$ cat src/rtl/skinny_pkg.sv
// Shared types, S-box and tweakey permutation for the SKINNY-128-384 encryption pipeline.
package skinny_pkg;

  localparam int BLOCK_W = 128;
  localparam int RC_W    = 6;

  // Data carried from one round cell to the next.
  // Byte 0 of each 128-bit vector sits in bits [127:120].
  typedef struct packed {
    logic [BLOCK_W-1:0] state;
    logic [BLOCK_W-1:0] tk1;
    logic [BLOCK_W-1:0] tk2;
    logic [BLOCK_W-1:0] tk3;
    logic [RC_W-1:0]    rc;
  } item_t;

  localparam logic [7:0] SBOX [256] = '{
    8'h65,8'h4c,8'h6a,8'h42,8'h4b,8'h63,8'h43,8'h6b,8'h55,8'h75,8'h5a,8'h7a,8'h53,8'h73,8'h5b,8'h7b,
    8'h35,8'h8c,8'h3a,8'h81,8'h89,8'h33,8'h80,8'h3b,8'h95,8'h25,8'h98,8'h2a,8'h90,8'h23,8'h99,8'h2b,
    8'he5,8'hcc,8'he8,8'hc1,8'hc9,8'he0,8'hc0,8'he9,8'hd5,8'hf5,8'hd8,8'hf8,8'hd0,8'hf0,8'hd9,8'hf9,
    8'ha5,8'h1c,8'ha8,8'h12,8'h1b,8'ha0,8'h13,8'ha9,8'h05,8'hb5,8'h0a,8'hb8,8'h03,8'hb0,8'h0b,8'hb9,
    8'h32,8'h88,8'h3c,8'h85,8'h8d,8'h34,8'h84,8'h3d,8'h91,8'h22,8'h9c,8'h2c,8'h94,8'h24,8'h9d,8'h2d,
    8'h62,8'h4a,8'h6c,8'h45,8'h4d,8'h64,8'h44,8'h6d,8'h52,8'h72,8'h5c,8'h7c,8'h54,8'h74,8'h5d,8'h7d,
    8'ha1,8'h1a,8'hac,8'h15,8'h1d,8'ha4,8'h14,8'had,8'h02,8'hb1,8'h0c,8'hbc,8'h04,8'hb4,8'h0d,8'hbd,
    8'he1,8'hc8,8'hec,8'hc5,8'hcd,8'he4,8'hc4,8'hed,8'hd1,8'hf1,8'hdc,8'hfc,8'hd4,8'hf4,8'hdd,8'hfd,
    8'h36,8'h8e,8'h38,8'h82,8'h8b,8'h30,8'h83,8'h39,8'h96,8'h26,8'h9a,8'h28,8'h93,8'h20,8'h9b,8'h29,
    8'h66,8'h4e,8'h68,8'h41,8'h49,8'h60,8'h40,8'h69,8'h56,8'h76,8'h58,8'h78,8'h50,8'h70,8'h59,8'h79,
    8'ha6,8'h1e,8'haa,8'h11,8'h19,8'ha3,8'h10,8'hab,8'h06,8'hb6,8'h08,8'hba,8'h00,8'hb3,8'h09,8'hbb,
    8'he6,8'hce,8'hea,8'hc2,8'hcb,8'he3,8'hc3,8'heb,8'hd6,8'hf6,8'hda,8'hfa,8'hd3,8'hf3,8'hdb,8'hfb,
    8'h31,8'h8a,8'h3e,8'h86,8'h8f,8'h37,8'h87,8'h3f,8'h92,8'h21,8'h9e,8'h2e,8'h97,8'h27,8'h9f,8'h2f,
    8'h61,8'h48,8'h6e,8'h46,8'h4f,8'h67,8'h47,8'h6f,8'h51,8'h71,8'h5e,8'h7e,8'h57,8'h77,8'h5f,8'h7f,
    8'ha2,8'h18,8'hae,8'h16,8'h1f,8'ha7,8'h17,8'haf,8'h01,8'hb2,8'h0e,8'hbe,8'h07,8'hb7,8'h0f,8'hbf,
    8'he2,8'hca,8'hee,8'hc6,8'hcf,8'he7,8'hc7,8'hef,8'hd2,8'hf2,8'hde,8'hfe,8'hd7,8'hf7,8'hdf,8'hff
  };

  // Tweakey byte permutation: new byte i takes old byte PT[i].
  localparam logic [3:0] PT [16] = '{
    4'd9, 4'd15, 4'd8, 4'd13, 4'd10, 4'd14, 4'd12, 4'd11,
    4'd0, 4'd1,  4'd2, 4'd3,  4'd4,  4'd5,  4'd6,  4'd7
  };

endpackage

$ cat src/rtl/skinny_obuf.sv
// Output register with a skid entry; stalls the round chain only when both are full.
module skinny_obuf (
  input  logic                            clk,
  input  logic                            rst,
  input  logic                            in_valid,
  input  logic [skinny_pkg::BLOCK_W-1:0]  in_data,
  output logic                            advance,
  output logic                            m_tvalid,
  input  logic                            m_tready,
  output logic [skinny_pkg::BLOCK_W-1:0]  m_tdata   // cipher_hi [63:0], cipher_lo [127:64]
);
  import skinny_pkg::*;

  logic               out_valid;
  logic [BLOCK_W-1:0] out_data;
  logic               skid_valid;
  logic [BLOCK_W-1:0] skid_data;
  logic               take;
  logic               incoming;

  assign advance  = !skid_valid;
  assign take     = out_valid && m_tready;
  assign incoming = in_valid && advance;

  always_ff @(posedge clk) begin
    if (rst) begin
      out_valid  <= 1'b0;
      skid_valid <= 1'b0;
    end else if (skid_valid) begin
      if (take) begin
        skid_valid <= 1'b0;
      end
    end else if (incoming) begin
      if (!out_valid || take) begin
        out_valid <= 1'b1;
      end else begin
        skid_valid <= 1'b1;
      end
    end else if (take) begin
      out_valid <= 1'b0;
    end
  end

  always_ff @(posedge clk) begin
    if (skid_valid) begin
      if (take) begin
        out_data <= skid_data;
      end
    end else if (incoming) begin
      if (!out_valid || take) begin
        out_data <= in_data;
      end else begin
        skid_data <= in_data;
      end
    end
  end

  // byte 0 sits in the top of in_data; cipher_hi goes to the low half of tdata
  assign m_tvalid = out_valid;
  assign m_tdata  = {out_data[BLOCK_W/2-1:0], out_data[BLOCK_W-1:BLOCK_W/2]};

  a_skid_needs_out: assert property (@(posedge clk) disable iff (rst)
    skid_valid |-> out_valid)
    else $error("skid entry holds data while the output register is empty");

  a_skid_fills: assert property (@(posedge clk) disable iff (rst)
    (incoming && out_valid && !m_tready) |=> skid_valid)
    else $error("result arriving behind a stalled output was not caught by the skid entry");

  a_skid_holds: assert property (@(posedge clk) disable iff (rst)
    (skid_valid && !take) |=> (skid_valid && $stable(skid_data)))
    else $error("skid entry changed or dropped while the output was stalled");

endmodule

$ cat config.mk
export PLATFORM = sky130hd
export DESIGN_NAME = skinny_obuf
export DESIGN_NICKNAME = d
export VERILOG_FILES = /design/src/rtl/skinny_pkg.sv /design/src/rtl/skinny_obuf.sv
export SDC_FILE = /design/constraint.sdc
export NUM_CORES = 1
export LEC_CHECK = 0
export BUFFER_PORTS_ARGS = -buffer_cell sky130_fd_sc_hd__buf_4
export CORE_ASPECT_RATIO = 1.1
export CORE_UTILIZATION = 43
export CTS_BUF_LIST = sky130_fd_sc_hd__clkbuf_8 sky130_fd_sc_hd__clkbuf_16
export DETAILED_ROUTE_END_ITERATION = 7
export GPL_TIMING_DRIVEN = 0
export PLACE_DENSITY = 0.78
export SKIP_CTS_REPAIR_TIMING = 1
export SYNTH_ARGS = -nofsm -noshare
export SYNTH_HDL_FRONTEND = slang
export SYNTH_SLANG_ARGS = --single-unit
$ cat constraint.sdc
create_clock -name clk -period 12.3 [get_ports clk]
set_input_delay 3.69 -clock clk [delete_from_list [all_inputs] [get_ports clk]]
set_output_delay 3.69 -clock clk [all_outputs]
set_load 0.03 [all_outputs]
==> summary.md, run 1 <==
| Metric | Value |
|---|---|
| Total GRT Usage | 16.0% |
| Area leader, netlist | edfxtp_1 |
| Final slew viol count | 0 |
| Leak | 4.98 nW |
| Clock power frac | 38.2% |
| Top post-synthesis cells by area | edfxtp_1 80%, mux2_4 10%, mux2_2 7.3% |
| R2r startpoint | skid_valid$_SDFF_PP0_ |
| Vias | 4876 |
| Register-to-Register Path Depth | 6 |
| Number of global-route vias before repair | 5326 |
| Final hold vios | 0 |
| Root Buffer | clkbuf_16 |
| Antenna violations before repair | 0 |
| Port bufs | 261 |
| Setup TNS | 0 ns |
| Yosys cell types | 15 |
| Clk_skew | 0.00578 ns |
| Multi-input gate area | 1770 um^2 |
| Final nets | 839 |
| Slew @ Worst Pin | 0.932 ns |
| Mapped Area | 9630 um^2 |
| Complex-gate fraction of the synthesized area | 0.351% |
| Remaining Overflow, GRT | 0 |
| CTS tree | done |
| Clk slew on worst S/H paths | 0.06 ns |
| Sequential fraction of the synthesis area | 80.3% |
| Per-cell routed wire length | 18.2 um |
| Power Internal | 1.66 mW |
| Most common cell after layout, fill and taps aside | buf_4 |
| PD cells | 165 nW/um^2 |
| Flop pwr share | 48.8% |
| Synth Net Count | 544 |
| CP max stage delay | 0.32 ns |
| Vias per cell | 4.79 |
| DR pass1 iterations | 4 |
| Global-route wire length before repair | 28.4 mm |
| Worst Setup Slack, final | 7.01 ns |
| Fraction of layout cells with a size suffix above 1 | 62.6% |
| Syn avg cell area | 23.4 um^2 |
| Largest net degree at the start of global routing | 66 |
| IO Count | 262 |
| Most Frequent Cell on Critical Path | buf_6 |
| CTS Buf Count | 26 |
| Clock latency on the worst-skew pair | 0.52 ns |
| Hold Crit Class | reg2reg |
| Post-synthesis adder-cell area fraction | 0% |
| RR Endpoint | skid_data[123]$_DFFE_PP_ |
| Num rows | 57 |
| Largest family of logic cells by synthesized area | multiplexers |
| Register Area | 7730 um^2 |
| Maximum vdd ir drop | 0.000134 V |
| Simple-gate share of the synthesized area | 0.221% |
| Maximum fanout along the worst path | 10 |
| Run status | completed |
| Hold depth | 1 |
| Chip Height | 159 um |
| Switching part of the total | 22.6% |
| H-tree level count | 1 |
| Net Sw Power | 0.485 mW |
| Mux share of post-synthesis cell area | 17.6% |
| Fmax | 189 MHz |
| Place WS | 6.69 ns |
| FF+latch count, synth | 258 |
| CP Launch Type | flop |
| Number of warnings issued by yosys | 0 |
| WP data required | 8.61 ns |
| Slowest stage cell on the critical path | dfxtp_1 |
| Most frequent cells in the layout | 261 x buf_4, 256 x edfxtp_1, 66 x mux2_4 |
| Tcrit/Tclk final | 43.0% |
| DP HPWL | 13.0 mm |
| CP Capture Type | output pin |
| Crit-path cells | buf_6 -> buf_8 -> buf_6 -> inv_1 -> buf_4 |
| CTS Sinks | 258 |
| Drt total wl | 18.6 mm |
| Final setup viols | 0 |
| Rel. slew slack | 37.9% |
| ANT nets after route | 0 |
| Placed Instances | 974 |
| Die area | 23000 um^2 |
| P&R area growth vs syn | 35.1% |
| WP data arrival | 1.60 ns |
| Gpl congestion | 0.723 |
| Max clock buf depth | 3 |
| Filler instances | 1589 |
| WHS Endpoint | out_data[76]$_DFFE_PP_ |
| Core Box Area | 22000 um^2 |
| RSZ-0062 raised after global routing | false |
| Fin crit period | 5.29 ns |
| Post-synth top area share | 79.8% |
| Final cell count without fillers | 1019 |
| DRC viols | 0 |
| MaxCap Viol Count | 0 |
| Initial Util | 43.7% |
| R2r setup slk | 9.83 ns |
| Hold wc startpoint | skid_data[76]$_DFFE_PP_ |
| Comb power frac | 13.0% |
| Antenna cells | 0 |
| Initial DRC count | 198 |
| Setup Crit Path Kind | reg2out |
| Cells after synthesis | 412 |
| Chip width | 145 um |
| Synth Area in XOR/XNOR | 0% |
## worst max-delay path, delay by kind of cell, from the launching register on
family                 cells  cell delay, ns
buffers and inverters      5            0.75
flip-flops                 1            0.32
## Yosys cell counts (all sizes together)
library cell,number
a211oi,1
a21oi,2
and4,1
buf,15
dfxtp,2
edfxtp,256
inv,3
mux2,128
mux2i,1
nand2b,1
nor2b,1
o32ai,1
## flip-flops by register name, summed over array words and instances (netlist names)
| register | flops |
|---|---|
| skid_valid | 1 |
| skid_data | 128 |
| out_data | 128 |
| m_tvalid | 1 |
## cell families after synthesis
family                 Yosys count
buffers and inverters           18
flip-flops                     258
AO/OA/AOI/OAI                    4
AND/OR/NAND/NOR                  3
multiplexers                   129
## power groups by stage
| stage | Combinational [mW] | Clock [mW] | Sequential (mW) |
|---|---|---|---|
| after floorplan | 0.0790 | 0 | 1.15 |
| after global placement | 0.263 | 0 | 1.08 |
| after detailed placement | 0.281 | 0 | 1.06 |
| after CTS | 0.282 | 0.838 | 1.05 |
| after global routing | 0.294 | 0.873 | 1.05 |
| final | 0.278 | 0.820 | 1.05 |
## final cells by class
type / instances / share of cell area (%)
clock buffers: 27 / 5.19
well taps: 295 / 2.84
plain buffers: 15 / 1.04
multi-input cells: 136 / 13.6
repair buffers: 267 / 16.2
flip-flops and latches: 258 / 59.4
inverters: 3 / 0.0866
clock inverters: 18 / 1.70
## layer usage
metal / GRT usage (%) / vias up / wire length (um)
met5: 0 / - / 0
met4: 4.78 / 0 / 417
met3: 5.89 / 34 / 1760
met2: 27.0 / 194 / 9260
met1: 18.9 / 2415 / 7130
li1: - / 2233 / -
## through the flow
step	instance area (um^2)	hold WS [ns]	util, %	power, mW
after CTS	13000	0.548	59.0	2.17
after global placement	12000	0.530	54.3	1.34
after floorplan	9630	0.523	-	1.23
after global routing	13000	0.554	59.0	2.22
after detailed placement	12100	0.534	55.0	1.35
final	13000	0.547	59.0	2.14
## how the worst max path moves through the flow
stage | start | end | cells past startpoint
finish | skid_valid$_SDFF_PP0_ | advance | 5
global route | skid_valid$_SDFF_PP0_ | advance | 5
CTS | skid_valid$_SDFF_PP0_ | advance | 5
detailed placement | m_tready | skid_data[123]$_DFFE_PP_ | 4
global placement | in_valid | out_data[21]$_DFFE_PP_ | 3
floorplan | in_valid | out_data[0]$_DFFE_PP_ | 2
Power figures use the tool's default switching activity.
==> run 2, diff against run 1 <==
- ABC_AREA: unset -> 1
- clock period: 12.3 -> 5.1 ns (I/O delays scaled with it)
==> summary.md, run 2 <==
| Metric | Value |
|---|---|
| Antenna cells | 0 (unchanged) |
| Syn avg cell area | 13.7 um^2 (-41%) |
| Number of warnings issued by yosys | 0 (unchanged) |
| Post-synth top area share | 81.2% (+1.3 points) |
| Tcrit/Tclk final | 58.2% |
| Final setup viols | 0 (unchanged) |
| Initial Util | 44.2% (+0.48 points) |
| FF+latch count, synth | 258 (unchanged) |
| Fin area | 12600 um^2 (-2.9%) |
| Worst Setup SP | skid_valid$_SDFF_PP0_ |
| Area leader, netlist | edfxtp_1 |
| Per-cell routed wire length | 16.1 um (-12%) |
| CP Capture Type | output pin |
| Remaining Overflow, GRT | 0 (unchanged) |
| RR Endpoint | out_data[51]$_DFFE_PP_ |
| Multi-input gate area | 1500 um^2 (-15%) |
| Post-synth EDFFs | 256 (unchanged) |
| Drt total wl | 20.8 mm (+12%) |
| Power Internal | 3.58 mW (+120%) |
| Most instantiated library cell after synthesis | nand2_1 |
| Chip Height | 158 um (-0.81%) |
| Final nets | 1115 (+33%) |
| Clock latency on the worst-skew pair | 0.51 ns (about the same) |
| Leak | 5.39 nW (+8.2%) |
| Slew @ Worst Pin | 0.902 ns (-0.0291 ns) |
| Flop pwr share | 53.0% (+4.2 points) |
| Gpl congestion | 0.754 (+4.2%) |
| Final slew viol count | 0 (unchanged) |
| Hold WS | 0.513 ns (-0.0349 ns) |
| Post-synth top flop | edfxtp_1 |
| Num rows | 56 (-1.8%) |
| Clk_skew | 0.0126 ns (+0.00680 ns) |
| Root Buffer | clkbuf_16 |
| Port bufs | 261 (unchanged) |
| Fraction of layout cells with a size suffix above 1 | 32.9% (-30 points) |
| Rel. slew slack | 39.7% (+1.8 points) |
| Filler instances | 1756 (+11%) |
| RSZ-0062 raised after global routing | false |
| Cells after synthesis | 690 (+67%) |
| Register-to-Register Path Depth | 6 (unchanged) |
| Most frequent cells in the layout | 391 x nand2_1, 263 x buf_4, 256 x edfxtp_1 |
| H-tree level count | 1 (unchanged) |
| PD cells | 374 nW/um^2 (+130%) |
| Vias per cell | 4.67 (-2.5%) |
| Yosys cell types | 12 (-3) |
| Hold wc startpoint | skid_data[82]$_DFFE_PP_ |
| Hold Crit Class | reg2reg |
| Worst Setup Slack, final | 2.13 ns (-4.88 ns) |
| Register Area | 7730 um^2 (unchanged) |
| Net Sw Power | 1.14 mW (+140%) |
| Sequential fraction of the synthesis area | 81.6% (+1.3 points) |
| DRC viols | 0 (unchanged) |
| Vias | 6023 (+24%) |
| Antenna violations before repair | 0 (unchanged) |
| Post-synth top cells | 391 x nand2_1, 256 x edfxtp_1, 14 x buf_2, 12 x buf_6, 6 x inv_1 |
| R2r startpoint | skid_valid$_SDFF_PP0_ |
| Final hold vios | 0 (unchanged) |
| Die area | 22600 um^2 (-1.6%) |
| Mapped Area | 9470 um^2 (-1.6%) |
| Synth Net Count | 822 (+51%) |
| CTS tree | done |
| Comb power frac | 12.2% (-0.8 points) |
| CTS Sinks | 258 (unchanged) |
| Maximum fanout along the worst path | 10 (unchanged) |
| Global-route wire length before repair | 30.9 mm (+8.5%) |
| DP Area | 11900 um^2 (-1.6%) |
| Share of synthesized flip-flops with an asynchronous set or reset | 0% (unchanged) |
| Most common cell after layout, fill and taps aside | nand2_1 |
| Pwr Total | 4.72 mW (+120%) |
| Top post-synthesis cells by area | edfxtp_1 81%, nand2_1 15%, buf_6 1.4% |
| ANT nets after route | 0 (unchanged) |
| Number of global-route vias before repair | 6038 (+13%) |
| WP data arrival | 1.44 ns (-0.16 ns) |
| P&R area growth vs syn | 33.4% |
| Hold depth | 2 (+1) |
| Fmax | 337 MHz |
| Max clock buf depth | 3 (unchanged) |
| CP Launch Type | flop |
| Chip width | 144 um (-0.81%) |
| Largest net degree at the start of global routing | 75 (+14%) |
| DR pass1 iterations | 4 (unchanged) |
| IO Count | 262 (unchanged) |
| MaxCap Viol Count | 0 (unchanged) |
| Initial DRC count | 321 (+62%) |
| Maximum vdd ir drop | 0.000266 V (+98%) |
| DP HPWL | 14.2 mm (+9.7%) |
| Clk slew on worst S/H paths | 0.06 ns (about the same) |
| WP data required | 3.57 ns (-5.04 ns) |
| R2r setup slk | 2.67 ns (-7.16 ns) |
| CTS Buf Count | 25 (-3.8%) |
| Regs by FF count | out_data (128), skid_data (128) |
| Total GRT Usage | 17.9% (+1.9 points) |
| Place WS | 1.77 ns (-4.92 ns) |
| WHS Endpoint | out_data[82]$_DFFE_PP_ |
| Switching part of the total | 24.2% (+1.5 points) |
| Setup Crit Path Kind | reg2out |
| Core Box Area | 21400 um^2 (-2.7%) |
| Run status | completed |
| Clock power frac | 34.7% (-3.5 points) |
| Fin crit period | 2.97 ns |
==> run 2: cell types whose count changed in the layout (fill, tap and decap cells not counted), moves of 2 or more <==
cell	delta
nor2_1	+2
mux2_2	-62
clkbuf_16	-2
inv_6	+2
buf_6	+4
buf_4	+2
inv_1	+7
mux2_4	-66
buf_16	-2
nand2_1	+391
bufinv_16	-5
clkinv_1	+3
buf_2	+8
==> run 2: final cells by class <==
type	instances	share of cell area, %
clock inverter	20	0.743
timing repair buffer	266	16.4
tap	290	2.87
clock buffer	25	4.95
buffer	29	1.77
sequential	258	61.2
inverter	7	0.267
multi-input combinational	396	11.9
==> run 2: cells by family after synthesis <==
| group | Yosys count | synth area share, % |
|---|---|---|
| simple gates | 394 | 15.6 |
| flops | 258 | 81.6 |
| buf+inv | 36 | 2.67 |
| compound gates | 2 | 0.106 |
==> run 2: how the worst max path moves through the flow <==
stage,to,depth (start not counted)
final,advance,4
after global routing,advance,4
after CTS,advance,4
after detailed placement,out_data[52]$_DFFE_PP_,5
after global placement,skid_data[60]$_DFFE_PP_,4
after floorplan,skid_data[0]$_DFFE_PP_,3
==> run 2: critical path: stages, from the launching register on <==
cell	delay, ns
dfxtp_1	0.30
buf_4	0.15
inv_4	0.06
buf_2	0.22
buf_4	0.20
==> run 2: per-layer routing <==
| layer | GRT usage [%] | routed length, um | vias to the layer above |
|---|---|---|---|
| met5 | 0 | 0 | - |
| met4 | 6.64 | 654 | 0 |
| met3 | 4.57 | 1600 | 43 |
| met2 | 32.3 | 10800 | 207 |
| met1 | 20.4 | 7750 | 2850 |
| li1 | - | - | 2923 |
==> run 2: through the flow <==
stage / cells / utilization [%] / setup TNS, ns
2_1_floorplan: 690 / - / 0
3_3_place_gp: 1241 / 55.1 / -185.47
3_5_place_dp: 1246 / 55.6 / 0
4_1_cts: 1291 / 58.9 / 0
5_1_grt: 1291 / 58.9 / 0
6_report: 1291 / 58.9 / 0
==> run 2: power groups by stage <==
| stage | logic (mW) | registers, mW | clock network (mW) |
|---|---|---|---|
| floorplan | 0.125 | 2.73 | 0 |
| global placement | 0.555 | 2.56 | 0 |
| detailed placement | 0.582 | 2.55 | 0 |
| CTS | 0.584 | 2.51 | 1.68 |
| global route | 0.618 | 2.51 | 1.76 |
| finish | 0.577 | 2.50 | 1.64 |
