File: config.mk
export PLATFORM = sky130hd
export DESIGN_NAME = skinny_cell
export DESIGN_NICKNAME = d
export VERILOG_FILES = /design/src/rtl/skinny_pkg.sv /design/src/rtl/skinny_cell.sv
export SDC_FILE = /design/constraint.sdc
export NUM_CORES = 1
export LEC_CHECK = 0
export BUFFER_PORTS_ARGS = -buffer_cell sky130_fd_sc_hd__buf_2
export CAP_MARGIN = 20
export CORE_AREA = 5 5 405 407
export CTS_CLUSTER_DIAMETER = 50
export DETAILED_ROUTE_END_ITERATION = 10
export DIE_AREA = 0 0 410 412
export SYNTH_ARGS = -nofsm -noshare
export SYNTH_HDL_FRONTEND = slang
export SYNTH_SLANG_ARGS = --single-unit
export TNS_END_PERCENT = 1
File: constraint.sdc
create_clock -name clk -period 2.9 [get_ports clk]
set_input_delay 0.435 -clock clk [delete_from_list [all_inputs] [get_ports clk]]
set_output_delay 0.435 -clock clk [all_outputs]
set_load 0.005 [all_outputs]
File: src/rtl/skinny_pkg.sv
// Shared types, S-box and tweakey permutation for the SKINNY-128-384 encryption pipeline.
package skinny_pkg;

  localparam int BLOCK_W = 128;
  localparam int RC_W    = 6;

  // Data carried from one round cell to the next.
  // Byte 0 of each 128-bit vector sits in bits [127:120].
  typedef struct packed {
    logic [BLOCK_W-1:0] state;
    logic [BLOCK_W-1:0] tk1;
    logic [BLOCK_W-1:0] tk2;
    logic [BLOCK_W-1:0] tk3;
    logic [RC_W-1:0]    rc;
  } item_t;

  localparam logic [7:0] SBOX [256] = '{
    8'h65,8'h4c,8'h6a,8'h42,8'h4b,8'h63,8'h43,8'h6b,8'h55,8'h75,8'h5a,8'h7a,8'h53,8'h73,8'h5b,8'h7b,
    8'h35,8'h8c,8'h3a,8'h81,8'h89,8'h33,8'h80,8'h3b,8'h95,8'h25,8'h98,8'h2a,8'h90,8'h23,8'h99,8'h2b,
    8'he5,8'hcc,8'he8,8'hc1,8'hc9,8'he0,8'hc0,8'he9,8'hd5,8'hf5,8'hd8,8'hf8,8'hd0,8'hf0,8'hd9,8'hf9,
    8'ha5,8'h1c,8'ha8,8'h12,8'h1b,8'ha0,8'h13,8'ha9,8'h05,8'hb5,8'h0a,8'hb8,8'h03,8'hb0,8'h0b,8'hb9,
    8'h32,8'h88,8'h3c,8'h85,8'h8d,8'h34,8'h84,8'h3d,8'h91,8'h22,8'h9c,8'h2c,8'h94,8'h24,8'h9d,8'h2d,
    8'h62,8'h4a,8'h6c,8'h45,8'h4d,8'h64,8'h44,8'h6d,8'h52,8'h72,8'h5c,8'h7c,8'h54,8'h74,8'h5d,8'h7d,
    8'ha1,8'h1a,8'hac,8'h15,8'h1d,8'ha4,8'h14,8'had,8'h02,8'hb1,8'h0c,8'hbc,8'h04,8'hb4,8'h0d,8'hbd,
    8'he1,8'hc8,8'hec,8'hc5,8'hcd,8'he4,8'hc4,8'hed,8'hd1,8'hf1,8'hdc,8'hfc,8'hd4,8'hf4,8'hdd,8'hfd,
    8'h36,8'h8e,8'h38,8'h82,8'h8b,8'h30,8'h83,8'h39,8'h96,8'h26,8'h9a,8'h28,8'h93,8'h20,8'h9b,8'h29,
    8'h66,8'h4e,8'h68,8'h41,8'h49,8'h60,8'h40,8'h69,8'h56,8'h76,8'h58,8'h78,8'h50,8'h70,8'h59,8'h79,
    8'ha6,8'h1e,8'haa,8'h11,8'h19,8'ha3,8'h10,8'hab,8'h06,8'hb6,8'h08,8'hba,8'h00,8'hb3,8'h09,8'hbb,
    8'he6,8'hce,8'hea,8'hc2,8'hcb,8'he3,8'hc3,8'heb,8'hd6,8'hf6,8'hda,8'hfa,8'hd3,8'hf3,8'hdb,8'hfb,
    8'h31,8'h8a,8'h3e,8'h86,8'h8f,8'h37,8'h87,8'h3f,8'h92,8'h21,8'h9e,8'h2e,8'h97,8'h27,8'h9f,8'h2f,
    8'h61,8'h48,8'h6e,8'h46,8'h4f,8'h67,8'h47,8'h6f,8'h51,8'h71,8'h5e,8'h7e,8'h57,8'h77,8'h5f,8'h7f,
    8'ha2,8'h18,8'hae,8'h16,8'h1f,8'ha7,8'h17,8'haf,8'h01,8'hb2,8'h0e,8'hbe,8'h07,8'hb7,8'h0f,8'hbf,
    8'he2,8'hca,8'hee,8'hc6,8'hcf,8'he7,8'hc7,8'hef,8'hd2,8'hf2,8'hde,8'hfe,8'hd7,8'hf7,8'hdf,8'hff
  };

  // Tweakey byte permutation: new byte i takes old byte PT[i].
  localparam logic [3:0] PT [16] = '{
    4'd9, 4'd15, 4'd8, 4'd13, 4'd10, 4'd14, 4'd12, 4'd11,
    4'd0, 4'd1,  4'd2, 4'd3,  4'd4,  4'd5,  4'd6,  4'd7
  };

endpackage

File: src/rtl/skinny_cell.sv
// One SKINNY-128-384 round cell: round logic on the incoming item, then a register stage.
module skinny_cell (
  input  logic               clk,
  input  logic               rst,
  input  logic               en,
  input  logic               in_valid,
  input  skinny_pkg::item_t  in_item,
  output logic               valid,
  output skinny_pkg::item_t  item
);
  import skinny_pkg::*;

  logic [7:0]      s   [16];
  logic [7:0]      sr  [16];
  logic [7:0]      mc  [16];
  logic [7:0]      k1  [16];
  logic [7:0]      k2  [16];
  logic [7:0]      k3  [16];
  logic [7:0]      k1p [16];
  logic [7:0]      k2p [16];
  logic [7:0]      k3p [16];
  logic [RC_W-1:0] rc_next;
  item_t           item_next;

  always_comb begin
    rc_next = {in_item.rc[4:0], in_item.rc[5] ^ in_item.rc[4] ^ 1'b1};

    for (int i = 0; i < 16; i++) begin
      s[i]  = SBOX[in_item.state[BLOCK_W-1-8*i -: 8]];
      k1[i] = in_item.tk1[BLOCK_W-1-8*i -: 8];
      k2[i] = in_item.tk2[BLOCK_W-1-8*i -: 8];
      k3[i] = in_item.tk3[BLOCK_W-1-8*i -: 8];
    end

    // round constant and the fixed 0x2 into the third row
    s[0] = s[0] ^ {4'h0, rc_next[3:0]};
    s[4] = s[4] ^ {6'h00, rc_next[5:4]};
    s[8] = s[8] ^ 8'h02;

    // round tweakey onto the first two rows
    for (int i = 0; i < 8; i++) begin
      s[i] = s[i] ^ k1[i] ^ k2[i] ^ k3[i];
    end

    // row r rotates right by r
    for (int r = 0; r < 4; r++) begin
      for (int c = 0; c < 4; c++) begin
        sr[4*r+c] = s[4*r + ((c + 4 - r) % 4)];
      end
    end

    for (int c = 0; c < 4; c++) begin
      mc[c]    = sr[c] ^ sr[8+c] ^ sr[12+c];
      mc[4+c]  = sr[c];
      mc[8+c]  = sr[4+c] ^ sr[8+c];
      mc[12+c] = sr[c] ^ sr[8+c];
    end

    // tweakey schedule: permute, then clock the LFSRs on the top two rows
    for (int i = 0; i < 16; i++) begin
      k1p[i] = k1[PT[i]];
      k2p[i] = k2[PT[i]];
      k3p[i] = k3[PT[i]];
    end
    for (int i = 0; i < 8; i++) begin
      k2p[i] = {k2p[i][6:0], k2p[i][7] ^ k2p[i][5]};
      k3p[i] = {k3p[i][0] ^ k3p[i][6], k3p[i][7:1]};
    end

    for (int i = 0; i < 16; i++) begin
      item_next.state[BLOCK_W-1-8*i -: 8] = mc[i];
      item_next.tk1[BLOCK_W-1-8*i -: 8]   = k1p[i];
      item_next.tk2[BLOCK_W-1-8*i -: 8]   = k2p[i];
      item_next.tk3[BLOCK_W-1-8*i -: 8]   = k3p[i];
    end
    item_next.rc = rc_next;
  end

  always_ff @(posedge clk) begin
    if (rst) begin
      valid <= 1'b0;
    end else if (en) begin
      valid <= in_valid;
    end
  end

  always_ff @(posedge clk) begin
    if (en) begin
      item <= item_next;
    end
  end

endmodule

==> impl_results.md, run 1 <==
* Via Count at 34492
* Reg-to-Reg Start: valid$_SDFFE_PP0P_
* Seq/Total Area, Yosys at 0.4395
* RSZ-0062 raised after global routing: no
* CP arrival at 2.83 ns
* Vias in the first global route at 33664
* Storage cell area at 15570 um2
* WL final at 150.6 mm
* Final period util at 0.8364
* Std cell rows at 147
* Commonest cells after routing, fill and taps aside: buf_2 (1039), edfxtp_1 (518), dlygate4sd3_1 (385)
* Vias/cell at 4.823
* Mux cell area share after synthesis at 0.04410
* Hold path startpoint: in_item[364]
* XOR/XNOR share of the synthesized area at 0.09748
* Multi-input gate area at 18240 um2
* Synth Area in Simple Gates at 0.1192
* Yosys cell types at 91
* Largest net degree at the start of global routing at 70
* Rel. slew slack at 0.4914
* Sequential share of power at 0.376
* Fin crit period at 2.426 ns
* #FFs+latches synth at 519
* Commonest non-fill, non-tap cell in the layout: buf_2
* Fin nets at 5670
* NetSw at 7.932 mW
* Number of synthesized flops with an enable pin at 518
* Routed Antenna Nets at 0
* Root Driver: clkbuf_16
* Total grt overflow at 0
* Synthesis-to-finish area growth at 43.82%
* Highest clock rate at 412.3 MHz
* Synthesized cell area at 35440 um2
* GR Util All Layers at 0.1670
* Die W at 410 um
* CTS resizes at 0
* Complex-gate fraction of the synthesized area at 0.1980
* Final setup margin at 0.4744 ns
* Max Root-Sink Buffers at 3
* Switching share of power at 0.3042
* Syn_nets at 4134
* CP Capture Type: flip-flop
* Pre-CTS setup slack at -0.2862 ns
* Post-synth top flop: edfxtp_1
* Synth async-reset ratio at 0
* Area post-placement at 44600 um2
* Peak fanout along the critical path at 4
* Final setup viols at 0
* Synthesized area per cell at 10.25 um2
* Crit. Startpoint: in_item[486]
* PwrDens at 511.5 nW/um2
* Fillers at 16192
* Clock power frac at 0.352
* Worst path required time at 3.31 ns
* Cells after Synth at 3458
* Pre-antenna DRT Iters at 5
* Die height at 412 um
* Peak VDD IR at 0.6797 mV
* H-tree Lvls at 3
* Slew of the pin with the lowest slew margin at 0.7575 ns
* Core footprint at 159800 um2
* Clock sinks at 519
* Proportion of layout cells with a drive suffix above 1 at 0.3113
* Hold Path Class: primary input to flip-flop
* Number of top-level pins at 1041
* Starting Density at 0.2217
* Largest family of logic cells by synthesized area: compound AO/OA/AOI/OAI gates
* Drt drc at 0
* Reg clk slew, reported paths at 0.06 ns
* Final Util at 0.3189
* DR iter-0 viols at 2906
* Crit Path Category: primary input to flip-flop
* Max Cap Viol at 0
* Drt wl/cell at 21.06 um
* Final Hold Vio Count at 0
* Final instance area at 50970 um2
* Full die area at 168900 um2
* Worst setup SP type: primary input
* Combinational Power Share at 0.272
* CTS tree: built
* Port bufs at 1040
* Max Slew Vio Count at 0
* Global-route wire length before repair at 217.2 mm
* Number of synthesis warnings at 0
* Later-pin clock latency in the skew report at 0.67 ns
* Hold_buf cts at 385
* Placer Congestion at 0.9459
* Post-DP HPWL at 115.9 mm
* Post-CTS setup buffer count at 0
* Outcome: completed
* Post-synthesis adder-cell area fraction at 0.05578
* Final setup skew at 0 ns
* Internal cell power at 18.14 mW
* CTS buffer count at 72
* Static Leakage at 20.58 nW
* Initial antenna violation count at 29
==> stage by stage <==
step	instances	hold slack, ns	total power, mW	TNS [ns]
after floorplan	3458	0.4850	13.12	-0.1208
after global placement	6621	0.4740	16.56	-0.7078
after detailed placement	6621	0.4974	16.61	-0.6920
after CTS	7136	0.006678	26.38	0
after global routing	7147	0.006644	27.23	0
final	7151	0.07979	26.07	0
==> kinds of logic (layout without fill, tap and decap cells) <==
logic type,count (synthesis),after routing
AOI/OAI and AO/OA,1013,1013
DFF,519,519
other,0,15
buffers and inverters,402,1994
and+or+nand+nor,857,857
muxes,128,128
adders and majority gates,159,159
xor gates and xnor gates,380,380
==> critical path, cell delays in order <==
cell,delay (ns)
buf_2,0.12
inv_1,0.09
ha_1,0.33
buf_4,0.14
and2_1,0.14
o31ai_1,0.32
nand2_1,0.11
a21boi_0,0.16
o311ai_1,0.14
buf_4,0.18
xnor2_1,0.39
xnor3_1,0.28
==> registers in the layout, indices dropped and copies added, names as in the netlist <==
name	cells
item	518
valid	1
==> per-layer routing <==
metal | up-vias | part of all wire | GRT usage
met5 | - | 0.00068 | 0
met4 | 16 | 0.034 | 0.05330
met3 | 213 | 0.071 | 0.03809
met2 | 1437 | 0.50 | 0.2972
met1 | 16717 | 0.40 | 0.1993
li1 | 16109 | - | -
==> final timing paths <==
check,end,slack [ns],depth (start not counted)
setup / recovery,item[486]$_DFFE_PP_,0.47,12
hold / removal,item[300]$_DFFE_PP_,0.08,1
setup reg to reg,valid$_SDFFE_PP0P_,1.69,3
hold reg to reg,valid$_SDFFE_PP0P_,1.13,3
==> power groups by stage <==
stage	combinational (mW)	sequential, mW	clock, mW
finish	7.09	9.80	9.18
floorplan	3.17	9.95	0
CTS	7.13	9.81	9.43
global route	7.64	9.87	9.73
detailed placement	6.67	9.94	0
global placement	6.62	9.94	0
==> layout make-up <==
cell class | instances | share of cell area
antenna | 15 | 0.0007364
clock buffer | 84 | 0.03768
tap | 2086 | 0.05121
multi-input combinational | 2537 | 0.3579
timing repair buffer | 1741 | 0.2269
inverter | 123 | 0.009058
clock inverter | 46 | 0.01090
sequential | 519 | 0.3056
==> Yosys cell counts, drive strengths merged, types with 51 or more instances <==
cell	n	area, um2
edfxtp	518	15550
xnor2	271	2374
nor2	222	833.3
a21oi	220	1101
nand2	197	739.5
o21ai	190	950.9
clkbuf	182	683.2
ha	154	1927
inv	111	416.7
xor2	100	875.8
buf	97	485.5
nand2b	81	506.7
nor3	78	390.4
nor2b	75	469.2
mux2i	74	740.7
nand3	65	325.3
a211oi	58	440.4
a31oi	53	331.6
o31ai	51	382.9
(Power assumes the default switching activity.)
==> inputs of run 2 (changes only) <==
- clock period: 2.9 -> 1.98 ns (I/O delays scaled with it)
==> impl_results.md, run 2 (synthesized netlist as in run 1, its figures left out) <==
* Outcome: finished, violations left
* Failing checks: setup timing
* WL final at 157.9 mm
* Largest regs: item (518), valid (1)
* Fillers at 16059
* DR iter-0 viols at 2965
* Final period util at 1.052
* Area post-placement at 49580 um2
* Final Hold Vio Count at 0
* Placer Congestion at 0.9977
* Largest net degree at the start of global routing at 45
* R2r setup slk at 0.85 ns
* GR peak layer: met2
* Peak VDD IR at 0.7164 mV
* Vias/cell at 4.735
* Via Count at 36906
* Core footprint at 159800 um2
* Fin cells at 7795
* Drt wl/cell at 20.26 um
* GRT met1 Usage at 0.2138
* Most frequent CP cell: o2111ai_1
* Worst setup SP type: primary input
* Post-DP HPWL at 124.8 mm
* Hold Path Class: primary input to flip-flop
* Max incr delay on CP at 0.53 ns
* Die height at 412 um
* Placed cells at 7252
* PwrDens at 693.2 nW/um2
* Minimum hold slack at 0.1969 ns
* Full die area at 168900 um2
* Total grt overflow at 0
* Worst path top cell family by delay: compound AO/OA/AOI/OAI gates
* M3 GR Usage at 0.04209
* Reg clk slew, reported paths at 0.05 ns
* Max Slew Vio Count at 0
* Max reg flops at 518
* Number of top-level pins at 1041
* Clock sinks at 519
* CTS buffer count at 71
* Peak fanout along the critical path at 18
* Commonest cells after routing, fill and taps aside: buf_2 (1038), buf_4 (926), edfxtp_1 (518)
* Pre-antenna DRT Iters at 5
* Std cell rows at 147
* Worst path required time at 2.48 ns
* Global routing usage on met2 at 0.3065
* CP Capture Type: flip-flop
* Static Leakage at 23.70 nW
* Largest register by flop count: item
* Final setup viols at 7
* Synthesis-to-finish area growth at 58.26%
* Drt drc at 0
* GR Util All Layers at 0.1769
* Crit-path cells: clkbuf_4 -> buf_8 -> ha_1 -> mux2_2 -> o2111ai_1 -> a311oi_2 -> buf_4 -> or4_4 -> a211o_1 -> o2111ai_1
* Die W at 410 um
* CTS tree: built
* Final setup skew at 0 ns
* Buf+Inv Stages, Crit Path at 3
* Fin crit period at 2.082 ns
* Root Driver: clkbuf_16
* Rel. slew slack at 0.3854
* Starting Density at 0.2217
* Global-route wire length before repair at 231.1 mm
* Slew of the pin with the lowest slew margin at 0.9153 ns
* Vias in the first global route at 36631
* Final instance area at 56090 um2
* Slowest stage cell, crit path: or4_4
* Commonest non-fill, non-tap cell in the layout: buf_2
* Max Cap Viol at 0
* Initial antenna violation count at 31
* Fin nets at 6310
* Later-pin clock latency in the skew report at 0.67 ns
* CP arrival at 2.58 ns
* H-tree Lvls at 3
* Final Util at 0.3509
* RSZ-0062 raised after global routing: yes
* Crit Path Category: primary input to flip-flop
* Port bufs at 1040
* Max Root-Sink Buffers at 3
* Routed Antenna Nets at 0
* Highest clock rate at 480.2 MHz
* Final setup margin at -0.1024 ns
* Proportion of layout cells with a drive suffix above 1 at 0.3951
run 2: cell types whose count changed in the layout (fill, tap and decap cells not counted), sizes merged:
| cell | before | now |
|---|---|---|
| inv | 126 | 123 |
| buf | 1356 | 1988 |
| clkinvlp | 4 | 3 |
| bufinv | 7 | 3 |
| dlygate4sd3 | 385 | 393 |
| clkbuf | 84 | 86 |
| clkinv | 32 | 37 |
| diode | 15 | 20 |
run 2: repair_timing:
item                                    CTS  global route
hold buffers                            393             0
resized for setup                         5            47
endpoints found under the hold margin   405             0
endpoints found under the setup margin    9            33
pin swaps                                 0            10
setup buffers                             0             2
run 2: per-stage QoR:
step | setup TNS (ns) | setup WS, ns | total power, mW
floorplan | -27.62 | -0.6211 | 19.24
global route | -0.8902 | -0.1373 | 40.71
detailed placement | -49.60 | -0.8654 | 25.68
finish | -0.3214 | -0.1024 | 38.88
global placement | -48.59 | -0.8964 | 25.64
CTS | -0.1140 | -0.05289 | 39.28
run 2: where the power goes:
group	switching (mW)	internal (mW)	leakage, nW	total [mW]
Clock	5.42	7.23	1.11	12.7
Combinational	5.99	5.86	17.5	11.8
Sequential	0.550	13.8	5.08	14.4
Total	12.0	26.9	23.7	38.9
run 2: metal layers:
layer	share of wire	vias up
met4	0.037	12
met5	0.00046	-
met3	0.074	234
li1	-	17385
met2	0.49	1453
met1	0.40	17822
run 2: final timing paths:
check | from | endpoint | cells past startpoint
setup / recovery | in_item[494] | item[495]$_DFFE_PP_ | 10
hold / removal | in_item[413] | item[511]$_DFFE_PP_ | 3
setup reg to reg | valid$_SDFFE_PP0P_ | valid$_SDFFE_PP0P_ | 3
hold reg to reg | valid$_SDFFE_PP0P_ | valid$_SDFFE_PP0P_ | 3
run 2: area by class of cell:
| class | instances | area, um2 | share of cell area |
|---|---|---|---|
| Sequential cell | 519 | 15570 | 0.2777 |
| Multi-Input combinational cell | 2537 | 18530 | 0.3304 |
| Tap cell | 2086 | 2610 | 0.04653 |
| Clock buffer | 85 | 1851 | 0.03299 |
| Inverter | 123 | 469.2 | 0.008365 |
| Clock inverter | 43 | 444.2 | 0.007919 |
| Timing Repair Buffer | 2382 | 16560 | 0.2952 |
| Antenna cell | 20 | 50.05 | 0.0008923 |
run 2: worst min-delay path, stage by stage:
cell,delay [ns]
buf_2,0.13
o22ai_1,0.12
xor3_1,0.20
==> inputs of run 3 (changes only) <==
- clock period: 1.98 -> 2.4 ns (I/O delays scaled with it)
==> impl_results.md, run 3 (synthesized netlist as in run 1, its figures left out) <==
* Final Hold Vio Count at 0
* CTS buffer count at 75
* Vias/cell at 4.785
* Worst Hold End: item[511]$_DFFE_PP_
* RSZ-0062 raised after global routing: no
* Crit Path Category: primary input to flip-flop
* Crit. Startpoint: in_item[487]
* Die height at 412 um
* Switching share of power at 0.3120
* Reg-to-Reg Start: valid$_SDFFE_PP0P_
* Routed Antenna Nets at 0
* Highest clock rate at 451.8 MHz
* Hold Path Class: primary input to flip-flop
* CTS tree: built
* Std cell rows at 147
* Area post-placement at 47810 um2
* Worst path required time at 2.83 ns
* Static Leakage at 22.59 nW
* Starting Density at 0.2217
* Total grt overflow at 0
* Placed cells at 7018
* Combinational Power Share at 0.287
* Max Cap Viol at 0
* Storage cell area at 15570 um2
* Max reg flops at 518
* Fillers at 16009
* Post-DP HPWL at 121.2 mm
* Commonest cells after routing, fill and taps aside: buf_2 (1039), buf_4 (692), edfxtp_1 (518)
* Pre-antenna DRT Iters at 6
* Fin cells at 7560
* Final setup viols at 0
* Drt drc at 0
* Fin nets at 6078
* Vias in the first global route at 35590
* Number of top-level pins at 1041
* CP arrival at 2.65 ns
* Peak VDD IR at 0.6600 mV
* Pre-CTS setup slack at -0.5191 ns
* Min-Delay Path Depth at 3
* Synthesis-to-finish area growth at 53.26%
* Port bufs at 1040
* Cells on worst reg2reg path at 3
* H-tree Lvls at 3
* Max Slew Vio Count at 0
* Clock sinks at 519
* Full die area at 168900 um2
* Final instance area at 54310 um2
* Outcome: completed
* PwrDens at 595.8 nW/um2
* Hold path startpoint: in_item[413]
* R2r setup slk at 1.17 ns
* Multi-input gate area at 18330 um2
* Worst setup SP type: primary input
* Drt wl/cell at 20.57 um
* Final setup margin at 0.1867 ns
* GR Util All Layers at 0.1733
* CTS resizes at 0
* Reg clk slew, reported paths at 0.06 ns
* Via Count at 36178
* Slew of the pin with the lowest slew margin at 0.8612 ns
* Largest net degree at the start of global routing at 82
* Rel. slew slack at 0.4217
* Clock power frac at 0.346
* Reg2reg end: valid$_SDFFE_PP0P_
* NetSw at 10.10 mW
* Final setup skew at 0 ns
* Proportion of layout cells with a drive suffix above 1 at 0.3634
* DR iter-0 viols at 2982
* Initial antenna violation count at 20
* Largest regs: item (518), valid (1)
* Final period util at 0.9222
* Post-CTS setup buffer count at 0
* Root Driver: clkbuf_16
* CP Capture Type: flip-flop
* Max Root-Sink Buffers at 3
* Sequential share of power at 0.366
* Internal cell power at 22.26 mW
* WL final at 155.5 mm
* Commonest non-fill, non-tap cell in the layout: buf_2
* Fin crit period at 2.213 ns
* Later-pin clock latency in the skew report at 0.69 ns
* Largest register by flop count: item
* Die W at 410 um
* Core footprint at 159800 um2
* Hold_buf cts at 393
* Placer Congestion at 0.9757
* Peak fanout along the critical path at 6
* Global-route wire length before repair at 226.2 mm
[run 3: cell count changes in the layout (fill, tap and decap cells not counted), moves of 5 or more]
cell / delta
ha_1: +5
diode_2: -8
xnor2_1: +8
xnor2_2: -8
buf_4: -234
ha_2: -5
[run 3: how the worst max path moves through the flow]
stage / endpoint / cells past startpoint / slack, ns
after detailed placement: item[501]$_DFFE_PP_ / 12 / -0.52
final: item[486]$_DFFE_PP_ / 11 / 0.19
after floorplan: item[486]$_DFFE_PP_ / 11 / -0.26
after global placement: item[486]$_DFFE_PP_ / 11 / -0.51
after CTS: item[491]$_DFFE_PP_ / 7 / 0.24
after global routing: item[501]$_DFFE_PP_ / 11 / 0.09
[run 3: layout make-up]
type,count,share of cell area
Clock inverter,52,0.01126
Inverter,123,0.008639
Clock buffer,85,0.03543
Antenna cell,12,0.0005529
Tap cell,2086,0.04805
Sequential cell,519,0.2868
Timing Repair Buffer,2146,0.2718
Multi-Input combinational cell,2537,0.3375
[run 3: critical path, stage by stage]
cell and delay (ns):
buf_2 0.11, inv_1 0.23, ha_4 0.26, mux4_2 0.45, o22ai_1 0.19, nor4_1 0.07, a21oi_1 0.17, o311ai_1 0.12
xnor2_1 0.30, buf_4 0.19, xnor3_1 0.20
[run 3: power groups by stage]
stage               clock network [mW]  registers [mW]  logic [mW]
global placement                     0            12.0        8.71
floorplan                            0            12.0        3.86
global route                      11.8            11.9        9.99
finish                            11.2            11.9        9.30
detailed placement                   0            12.0        8.75
CTS                               11.5            11.9        9.33
[run 3: metrics by stage]
step / TNS (ns) / hold WS, ns / total power, mW / utilization
floorplan: -5.948 / 0.4324 / 15.87 / -
global placement: -14.49 / 0.4739 / 20.73 / 0.2992
detailed placement: -16.12 / 0.4817 / 20.77 / 0.2992
CTS: 0 / 0.1674 / 32.66 / 0.3396
global route: 0 / 0.2264 / 33.76 / 0.3398
finish: 0 / 0.2585 / 32.36 / 0.3398
[run 3: routing by layer]
| layer | global-route usage | wire (um) | up-vias |
|---|---|---|---|
| met5 | 0 | 85 | - |
| met2 | 0.2989 | 75890 | 1516 |
| met1 | 0.2114 | 62550 | 17514 |
| li1 | - | - | 16911 |
| met3 | 0.03565 | 11460 | 225 |
| met4 | 0.06943 | 5548 | 12 |
